### src/rtl/core/wsd_pkg.sv
`default_nettype none

package wsd_pkg;

    localparam int QUEUE_DEPTH = 2;

    localparam logic       KIND_HEADER  = 1'b0;
    localparam logic       KIND_PAYLOAD = 1'b1;

    localparam logic [6:0] LEN_EXT16 = 7'd126;
    localparam logic [6:0] LEN_EXT64 = 7'd127;

    typedef struct packed {
        logic        kind;
        logic        fin;
        logic [2:0]  reserved_bits;
        logic [3:0]  frame_opcode;
        logic        is_masked;
        logic [63:0] payload_length;
        logic [7:0]  payload_byte;
        logic        last;
    } t_result;

endpackage

`default_nettype wire

### src/rtl/core/wsd_if.sv
`default_nettype none

interface wsd_byte_if;
    logic       valid;
    logic       ready;
    logic [7:0] stream_byte;

    modport source (output valid, output stream_byte, input ready);
    modport sink   (input valid, input stream_byte, output ready);
endinterface

interface wsd_result_if;
    logic        valid;
    logic        ready;
    logic        kind;
    logic        fin;
    logic [2:0]  reserved_bits;
    logic [3:0]  frame_opcode;
    logic        is_masked;
    logic [63:0] payload_length;
    logic [7:0]  payload_byte;
    logic        last;

    modport source (output valid, output kind, output fin, output reserved_bits,
                    output frame_opcode, output is_masked, output payload_length,
                    output payload_byte, output last, input ready);
    modport sink   (input valid, input kind, input fin, input reserved_bits,
                    input frame_opcode, input is_masked, input payload_length,
                    input payload_byte, input last, output ready);
endinterface

`default_nettype wire

### src/rtl/core/wsd_parser.sv
`default_nettype none

module wsd_parser (
    input  wire logic     i_clk,
    input  wire logic     i_rst_n,
    wsd_byte_if.sink      i_in,
    input  wire logic     i_queue_full,
    output logic          o_push,
    output wsd_pkg::t_result o_entry
);
    import wsd_pkg::*;

    localparam logic [2:0] PH_HDR0 = 3'd0;
    localparam logic [2:0] PH_HDR1 = 3'd1;
    localparam logic [2:0] PH_EXT  = 3'd2;
    localparam logic [2:0] PH_KEY  = 3'd3;
    localparam logic [2:0] PH_PAY  = 3'd4;

    logic [2:0]       r_phase, n_phase;
    logic [2:0]       r_count, n_count;
    logic             r_fin, n_fin;
    logic [2:0]       r_rsv, n_rsv;
    logic [3:0]       r_opc, n_opc;
    logic             r_mask, n_mask;
    logic [63:0]      r_len, n_len;
    logic [3:0][7:0]  r_key, n_key;
    logic [63:0]      r_rem, n_rem;
    logic [1:0]       r_kpos, n_kpos;

    logic             accept;
    logic [7:0]       b;
    logic             len_done;
    logic             hdr_done;
    logic             e_kind;
    logic [7:0]       e_byte;
    logic             e_last;

    assign i_in.ready = !i_queue_full;
    assign accept     = i_in.valid && !i_queue_full;
    assign b          = i_in.stream_byte;

    always_comb begin
        n_phase  = r_phase;
        n_count  = r_count;
        n_fin    = r_fin;
        n_rsv    = r_rsv;
        n_opc    = r_opc;
        n_mask   = r_mask;
        n_len    = r_len;
        n_key    = r_key;
        n_rem    = r_rem;
        n_kpos   = r_kpos;
        len_done = 1'b0;
        hdr_done = 1'b0;
        o_push   = 1'b0;
        e_kind   = KIND_HEADER;
        e_byte   = 8'd0;
        e_last   = 1'b0;
        if (accept) begin
            unique case (r_phase)
                PH_HDR1: begin
                    n_mask = b[7];
                    n_len  = 64'd0;
                    if (b[6:0] == LEN_EXT16) begin
                        n_phase = PH_EXT;
                        n_count = 3'd2;
                    end else if (b[6:0] == LEN_EXT64) begin
                        n_phase = PH_EXT;
                        n_count = 3'd0; // eight bytes, wraps through zero
                    end else begin
                        n_len    = {57'd0, b[6:0]};
                        len_done = 1'b1;
                    end
                end
                PH_EXT: begin
                    n_len   = {r_len[55:0], b};
                    n_count = r_count - 3'd1;
                    len_done = (n_count == 3'd0);
                end
                PH_KEY: begin
                    n_key   = {r_key[2:0], b};
                    n_count = r_count - 3'd1;
                    hdr_done = (n_count == 3'd0);
                end
                PH_PAY: begin
                    o_push = 1'b1;
                    e_kind = KIND_PAYLOAD;
                    e_byte = r_mask ? (b ^ r_key[2'd3 - r_kpos]) : b;
                    e_last = (r_rem[63:1] == 63'd0);
                    n_kpos = r_kpos + 2'd1;
                    if (r_rem != 64'd0) begin
                        n_rem = r_rem - 64'd1;
                    end
                    if (e_last) begin
                        n_phase = PH_HDR0;
                    end
                end
                default: begin
                    n_fin   = b[7];
                    n_rsv   = b[6:4];
                    n_opc   = b[3:0];
                    n_phase = PH_HDR1;
                end
            endcase
            if (len_done) begin
                n_key = '0;
                if (n_mask) begin
                    n_phase = PH_KEY;
                    n_count = 3'd4;
                end else begin
                    hdr_done = 1'b1;
                end
            end
            if (hdr_done) begin
                n_rem   = n_len;
                n_kpos  = 2'd0;
                o_push  = 1'b1;
                e_last  = (n_len == 64'd0);
                n_phase = e_last ? PH_HDR0 : PH_PAY;
            end
        end
    end

    always_comb begin
        o_entry.kind           = e_kind;
        o_entry.fin            = n_fin;
        o_entry.reserved_bits  = n_rsv;
        o_entry.frame_opcode   = n_opc;
        o_entry.is_masked      = n_mask;
        o_entry.payload_length = n_len;
        o_entry.payload_byte   = e_byte;
        o_entry.last           = e_last;
    end

    always_ff @(posedge i_clk) begin
        if (!i_rst_n) begin
            r_phase <= PH_HDR0;
            r_count <= 3'd0;
            r_fin   <= 1'b0;
            r_rsv   <= 3'd0;
            r_opc   <= 4'd0;
            r_mask  <= 1'b0;
            r_len   <= 64'd0;
            r_key   <= '0;
            r_rem   <= 64'd0;
            r_kpos  <= 2'd0;
        end else begin
            r_phase <= n_phase;
            r_count <= n_count;
            r_fin   <= n_fin;
            r_rsv   <= n_rsv;
            r_opc   <= n_opc;
            r_mask  <= n_mask;
            r_len   <= n_len;
            r_key   <= n_key;
            r_rem   <= n_rem;
            r_kpos  <= n_kpos;
        end
    end

endmodule

`default_nettype wire

### src/rtl/core/wsd_fifo.sv
`default_nettype none

module wsd_fifo #(
    parameter int P_DEPTH = wsd_pkg::QUEUE_DEPTH
) (
    input  wire logic             i_clk,
    input  wire logic             i_rst_n,
    input  wire logic             i_push,
    input  wire wsd_pkg::t_result i_data,
    input  wire logic             i_pop,
    output logic                  o_full,
    output logic                  o_nonempty,
    output wsd_pkg::t_result      o_head
);
    import wsd_pkg::*;

    localparam int PW = (P_DEPTH > 1) ? $clog2(P_DEPTH) : 1;
    localparam int CW = $clog2(P_DEPTH + 1);
    localparam logic [PW-1:0] LAST_IDX = PW'(P_DEPTH - 1);
    localparam logic [CW-1:0] FULL_CNT = CW'(P_DEPTH);

    t_result       r_mem [P_DEPTH];
    logic [PW-1:0] r_wr_ptr, n_wr_ptr;
    logic [PW-1:0] r_rd_ptr, n_rd_ptr;
    logic [CW-1:0] r_count, n_count;
    logic          do_push;
    logic          do_pop;

    assign o_full     = (r_count == FULL_CNT);
    assign o_nonempty = (r_count != '0);
    assign o_head     = r_mem[r_rd_ptr];
    assign do_push    = i_push && !o_full;
    assign do_pop     = i_pop && o_nonempty;

    always_comb begin
        n_wr_ptr = r_wr_ptr;
        n_rd_ptr = r_rd_ptr;
        n_count  = r_count;
        if (do_push) begin
            n_wr_ptr = (r_wr_ptr == LAST_IDX) ? '0 : r_wr_ptr + PW'(1);
        end
        if (do_pop) begin
            n_rd_ptr = (r_rd_ptr == LAST_IDX) ? '0 : r_rd_ptr + PW'(1);
        end
        case ({do_push, do_pop})
            2'b10:   n_count = r_count + CW'(1);
            2'b01:   n_count = r_count - CW'(1);
            default: n_count = r_count;
        endcase
    end

    always_ff @(posedge i_clk) begin
        if (do_push) begin
            r_mem[r_wr_ptr] <= i_data;
        end
    end

    always_ff @(posedge i_clk) begin
        if (!i_rst_n) begin
            r_wr_ptr <= '0;
            r_rd_ptr <= '0;
            r_count  <= '0;
        end else begin
            r_wr_ptr <= n_wr_ptr;
            r_rd_ptr <= n_rd_ptr;
            r_count  <= n_count;
        end
    end

endmodule

`default_nettype wire

### src/rtl/core/wsd_emit.sv
`default_nettype none

module wsd_emit (
    input  wire logic        i_clk,
    input  wire logic        i_rst_n,
    input  wire logic        i_nonempty,
    input  wire wsd_pkg::t_result i_head,
    output logic             o_pop,
    wsd_result_if.source     o_out
);
    import wsd_pkg::*;

    logic    r_valid, n_valid;
    t_result r_data;

    assign o_pop   = i_nonempty && (!r_valid || o_out.ready);
    assign n_valid = o_pop || (r_valid && !o_out.ready);

    always_ff @(posedge i_clk) begin
        if (!i_rst_n) begin
            r_valid <= 1'b0;
        end else begin
            r_valid <= n_valid;
        end
    end

    always_ff @(posedge i_clk) begin
        if (o_pop) begin
            r_data <= i_head;
        end
    end

    assign o_out.valid          = r_valid;
    assign o_out.kind           = r_data.kind;
    assign o_out.fin            = r_data.fin;
    assign o_out.reserved_bits  = r_data.reserved_bits;
    assign o_out.frame_opcode   = r_data.frame_opcode;
    assign o_out.is_masked      = r_data.is_masked;
    assign o_out.payload_length = r_data.payload_length;
    assign o_out.payload_byte   = r_data.payload_byte;
    assign o_out.last           = r_data.last;

endmodule

`default_nettype wire

### src/rtl/core/websocket_frame_deframer.sv
// Channel   Dir  Beat
// i_in      in   one raw stream byte (stream_byte)
// o_out     out  header result or one unmasked payload byte, last on frame end
//
// One stream byte is taken per cycle unless the result queue is full; parser state is registered.
// Each result is queued when its byte is accepted and then moves into the output register.
// i_rst_n is synchronous and active low; after reset the parser expects header byte zero.
// A two-entry result queue sits between parser and output register; i_in.ready
// drops only when that queue is full, so o_out stalls reach the input only once it has filled.
`default_nettype none

module websocket_frame_deframer #(
    parameter int P_QUEUE_DEPTH = wsd_pkg::QUEUE_DEPTH
) (
    input  wire logic    i_clk,
    input  wire logic    i_rst_n,
    wsd_byte_if.sink     i_in,
    wsd_result_if.source o_out
);
    import wsd_pkg::*;

    logic    queue_full;
    logic    queue_nonempty;
    logic    push;
    logic    pop;
    t_result entry;
    t_result head;

    wsd_parser u_parser (
        .i_clk        (i_clk),
        .i_rst_n      (i_rst_n),
        .i_in         (i_in),
        .i_queue_full (queue_full),
        .o_push       (push),
        .o_entry      (entry)
    );

    wsd_fifo #(
        .P_DEPTH (P_QUEUE_DEPTH)
    ) u_fifo (
        .i_clk      (i_clk),
        .i_rst_n    (i_rst_n),
        .i_push     (push),
        .i_data     (entry),
        .i_pop      (pop),
        .o_full     (queue_full),
        .o_nonempty (queue_nonempty),
        .o_head     (head)
    );

    wsd_emit u_emit (
        .i_clk      (i_clk),
        .i_rst_n    (i_rst_n),
        .i_nonempty (queue_nonempty),
        .i_head     (head),
        .o_pop      (pop),
        .o_out      (o_out)
    );

endmodule

`default_nettype wire

### src/flat_wrapper.sv
// flat-port wrapper written by rule: the top's interface ports become plain ports
module websocket_frame_deframer_flat import wsd_pkg::*;
#(
    parameter int P_QUEUE_DEPTH = wsd_pkg::QUEUE_DEPTH
)
  (i_clk, i_rst_n, i_in_valid, i_in_stream_byte, i_in_ready, o_out_valid, o_out_kind, o_out_fin, o_out_reserved_bits, o_out_frame_opcode, o_out_is_masked, o_out_payload_length, o_out_payload_byte, o_out_last, o_out_ready);
  wsd_byte_if i_in_i ();
  wsd_result_if o_out_i ();
  input  wire logic i_clk;
  input  wire logic i_rst_n;
  input wire logic [$bits(i_in_i.valid)-1:0] i_in_valid;
  input wire logic [$bits(i_in_i.stream_byte)-1:0] i_in_stream_byte;
  output wire logic [$bits(i_in_i.ready)-1:0] i_in_ready;
  output wire logic [$bits(o_out_i.valid)-1:0] o_out_valid;
  output wire logic [$bits(o_out_i.kind)-1:0] o_out_kind;
  output wire logic [$bits(o_out_i.fin)-1:0] o_out_fin;
  output wire logic [$bits(o_out_i.reserved_bits)-1:0] o_out_reserved_bits;
  output wire logic [$bits(o_out_i.frame_opcode)-1:0] o_out_frame_opcode;
  output wire logic [$bits(o_out_i.is_masked)-1:0] o_out_is_masked;
  output wire logic [$bits(o_out_i.payload_length)-1:0] o_out_payload_length;
  output wire logic [$bits(o_out_i.payload_byte)-1:0] o_out_payload_byte;
  output wire logic [$bits(o_out_i.last)-1:0] o_out_last;
  input wire logic [$bits(o_out_i.ready)-1:0] o_out_ready;
  assign i_in_i.valid = i_in_valid;
  assign i_in_i.stream_byte = i_in_stream_byte;
  assign i_in_ready = i_in_i.ready;
  assign o_out_valid = o_out_i.valid;
  assign o_out_kind = o_out_i.kind;
  assign o_out_fin = o_out_i.fin;
  assign o_out_reserved_bits = o_out_i.reserved_bits;
  assign o_out_frame_opcode = o_out_i.frame_opcode;
  assign o_out_is_masked = o_out_i.is_masked;
  assign o_out_payload_length = o_out_i.payload_length;
  assign o_out_payload_byte = o_out_i.payload_byte;
  assign o_out_last = o_out_i.last;
  assign o_out_i.ready = o_out_ready;
  websocket_frame_deframer #(.P_QUEUE_DEPTH(P_QUEUE_DEPTH)) u_core (.i_clk(i_clk), .i_rst_n(i_rst_n), .i_in(i_in_i), .o_out(o_out_i));
endmodule
### config.mk
export PLATFORM = sky130hd
export DESIGN_NAME = websocket_frame_deframer_flat
export DESIGN_NICKNAME = d
export VERILOG_FILES = /design/src/rtl/core/wsd_pkg.sv /design/src/rtl/core/wsd_if.sv /design/src/rtl/core/wsd_parser.sv /design/src/rtl/core/wsd_fifo.sv /design/src/rtl/core/wsd_emit.sv /design/src/rtl/core/websocket_frame_deframer.sv /design/src/flat_wrapper.sv
export SDC_FILE = /design/constraint.sdc
export NUM_CORES = 1
export LEC_CHECK = 0
export ABC_AREA = 1
export BUFFER_PORTS_ARGS = -buffer_cell sky130_fd_sc_hd__clkbuf_2
export CAP_MARGIN = 20
export CORE_UTILIZATION = 38
export DETAILED_ROUTE_END_ITERATION = 10
export PLACE_DENSITY = 0.55
export SLEW_MARGIN = 15
export SYNTH_ARGS = -nofsm -noshare
export SYNTH_HDL_FRONTEND = slang
export SYNTH_SLANG_ARGS = --single-unit
### constraint.sdc
create_clock -name i_clk -period 7.5 [get_ports i_clk]
set_clock_uncertainty 0.05 [all_clocks]
set_input_delay 1.875 -clock i_clk [delete_from_list [all_inputs] [get_ports i_clk]]
set_output_delay 1.875 -clock i_clk [all_outputs]
set_load 0.05 [all_outputs]
==> out/summary.txt <==
outcome - complete, no violations
Fin. Hold Viols - 0
Antenna diodes - 0
Synth top area share - 38.2%
Post-Route Setup TNS - 0 ns
top cells by area, synth - edfxtp_1, dfxtp_1, nand2_1, nor2_1, o21ai_0
Mean Syn Cell Area - 8.21 um2
drt first pass iters - 5
vias in the first global route - 14,600
PD cells - 446 nW/um2
initial cell density of the core - 38.8%
#FFs+latches synth - 431
f_max - 238 MHz
GR Layer Usage met1 - 30.9%
num ports - 97
share of layout cells above drive strength 1 - 8.93%
global-route wire length before repair - 83,900 um
Final min period - 4.20 ns
# resized after CTS - 0
worst vdd ir - 0.000170 V
GP Congestion - 0.900
total wire length - 54,200 um
Data arrival, critical path - 4.62 ns
RSZ-0062 raised after global routing - false
leakage power - 9.58 nW
met2 usage - 30.4%
# Max-Cap Violations - 0
GR Util All Layers - 20.4%
nets@finish - 2,454
FP Rows - 82
hold_ws - 0.411 ns
Post-DRT Antenna Nets - 0
Initial DRC Count - 1,543
Tcrit/Tclk final - 55.9%
Post-DP HPWL - 37,200 um
die extent in y - 229 um
GR peak layer - met1
H-tree Lvls - 2
Post-CTS Setup Bufs - 0
GR Util met3 - 2.88%
CTS tree - built
Slew @ Worst Pin - 0.955 ns
Vias/cell - 5.05
CTS buffer count - 48
DRC Markers - 0
Ys Warns - 0
total power - 9.92 mW
setup violators final - 0
FF-to-FF setup slack - 3.77 ns
grt total ovfl - 0
CP Class - in -> reg
Fillers - 5,009
Die ar. - 52,400 um2
Area Growth Syn to Fin - 13.7%
total number of vias - 15,900
Die X - 229 um
largest net degree at the start of global routing - 128
Crit. End Element - flip-flop
Synth area leader - edfxtp_1
fin. max-slew vios - 0
Clock Pin Slew Worst Setup and Hold Paths - 0.06 ns
syn_nets - 2,402
root buffer cell - clkbuf_16
share of the yosys chip area belonging to registers - 56.8%
maximum fanout along the worst path - 43
initial antenna violation count - 1
I/O Buffers - 96
Distinct cells, synth - 43
wire per inst - 17.2 um
Cell Area, Synth - 19,600 um2
Post-CTS Hold Buffers - 0
core area - 50,500 um2
CTS Buffer Depth - 3
CTS sink cnt - 431
Startpoint Class - input pin
Worst Hold Class - reg -> reg
Req. time, crit path - 7.92 ns
Skew-Pair Late Insertion Delay - 0.60 ns
worst relative slew slack - 36.4%
Syn Inst Count - 2,385
## through the flow
stage / std cells / area (um2) / utilization, % / worst slack [ns]
CTS: 3145 / 22200 / 44.0 / 3.29
detailed placement: 3057 / 20600 / 40.8 / 2.65
floorplan: 2385 / 19600 / - / 0.759
global placement: 3057 / 20600 / 40.8 / 2.73
finish: 3147 / 22300 / 44.1 / 3.30
global route: 3147 / 22300 / 44.1 / 2.93
## layout by cell type (no fill, tap or decap), drive strengths merged, types with 12 or more instances in the layout
cell type / instances
nand2: 728
nor2: 317
edfxtp: 249
inv: 226
o21ai: 211
dfxtp: 182
clkbuf: 165
nand3: 125
a21oi: 117
xor2: 20
nor3: 17
buf: 16
nand3b: 14
nand4: 12
## path summary, 6_finish.rpt
kind	endpoint	cells after the start	startpoint
max	u_core.u_parser.r_key[7]$_SDFFE_PN0P_	13	i_in_stream_byte[4]
min	u_core.u_parser.r_key[30]$_SDFFE_PN0P_	2	u_core.u_parser.r_key[30]$_SDFFE_PN0P_
max reg2reg	u_core.u_fifo.r_mem[0][30]$_DFFE_PP_	13	u_core.u_parser.r_phase[0]$_SDFFE_PN0P_
min reg2reg	u_core.u_parser.r_key[30]$_SDFFE_PN0P_	2	u_core.u_parser.r_key[30]$_SDFFE_PN0P_
## logic make-up (layout without fill, tap and decap cells)
family                     count (synthesis)  count (layout)  synth area share [%]
xor gates and xnor gates                  31              31                  1.39
buffers and inverters                    336             426                  6.75
and+or+nand+nor                         1228            1228                  25.4
AOI/OAI and AO/OA                        353             353                  9.30
adders and majority gates                  5               5                 0.320
muxes                                      1               1                0.0511
DFF                                      431             431                  56.8
## cell type report
| class | count | area, um2 | share of cell area (%) |
|---|---|---|---|
| Clock buffer | 69 | 1390 | 6.26 |
| Clock inverter | 19 | 224 | 1.01 |
| Inverter | 226 | 861 | 3.87 |
| Multi-Input combinational cell | 1618 | 7150 | 32.1 |
| Sequential cell | 431 | 11100 | 50.0 |
| Tap cell | 672 | 841 | 3.78 |
| Timing Repair Buffer | 112 | 666 | 2.99 |
## critical path, cell delays in order
cell	delay, ns
clkbuf_2	0.15
nand2_1	0.06
nor2_1	0.10
nand2_1	0.12
nand2_2	0.12
nand2_4	0.08
inv_1	0.69
o21ai_0	0.21
nand2_1	0.11
buf_4	0.36
inv_1	0.45
nand3_1	0.20
a21oi_1	0.08
## state kept, by name (all words and copies together), names as in the netlist, 4 cells and up
| signal | count |
|---|---|
| u_core.u_emit.o_out.frame_opcode | 4 |
| u_core.u_emit.o_out.payload_length | 64 |
| u_core.u_fifo.r_mem | 166 |
| u_core.u_parser.r_key | 32 |
| u_core.u_parser.r_len | 64 |
| u_core.u_parser.r_opc | 4 |
| u_core.u_parser.r_rem | 64 |
| u_core.u_emit.o_out.payload_byte | 8 |
## power by group
part | internal (mW) | total, mW | switching (mW) | leakage, nW
registers | 3.21 | 3.46 | 0.246 | 3.81
clock network | 1.44 | 2.41 | 0.971 | 0.780
logic | 0.981 | 4.05 | 3.07 | 4.99
## Yosys cell counts, drive strengths merged
cell type,number
ha,5
buf,35
edfxtp,249
or2,9
xnor2,11
clkinv,2
nand2,728
o211ai,2
inv,224
o31ai,1
dfxtp,182
a211oi,8
o21ai,211
xor2,20
nand4,12
nor4,3
o22ai,7
nand3b,14
nor3,17
a22oi,1
nand3,125
o32ai,1
a21oi,117
mux2i,1
o21a,4
nor2,317
clkbuf,75
a21boi,1
nor3b,3
## metal layers
layer	up-vias	share of wire (%)
met1	7550	49
met2	415	43
li1	7840	-
met3	74	5.6
met4	0	2.0
met5	-	0
(Power assumes the default switching activity.)
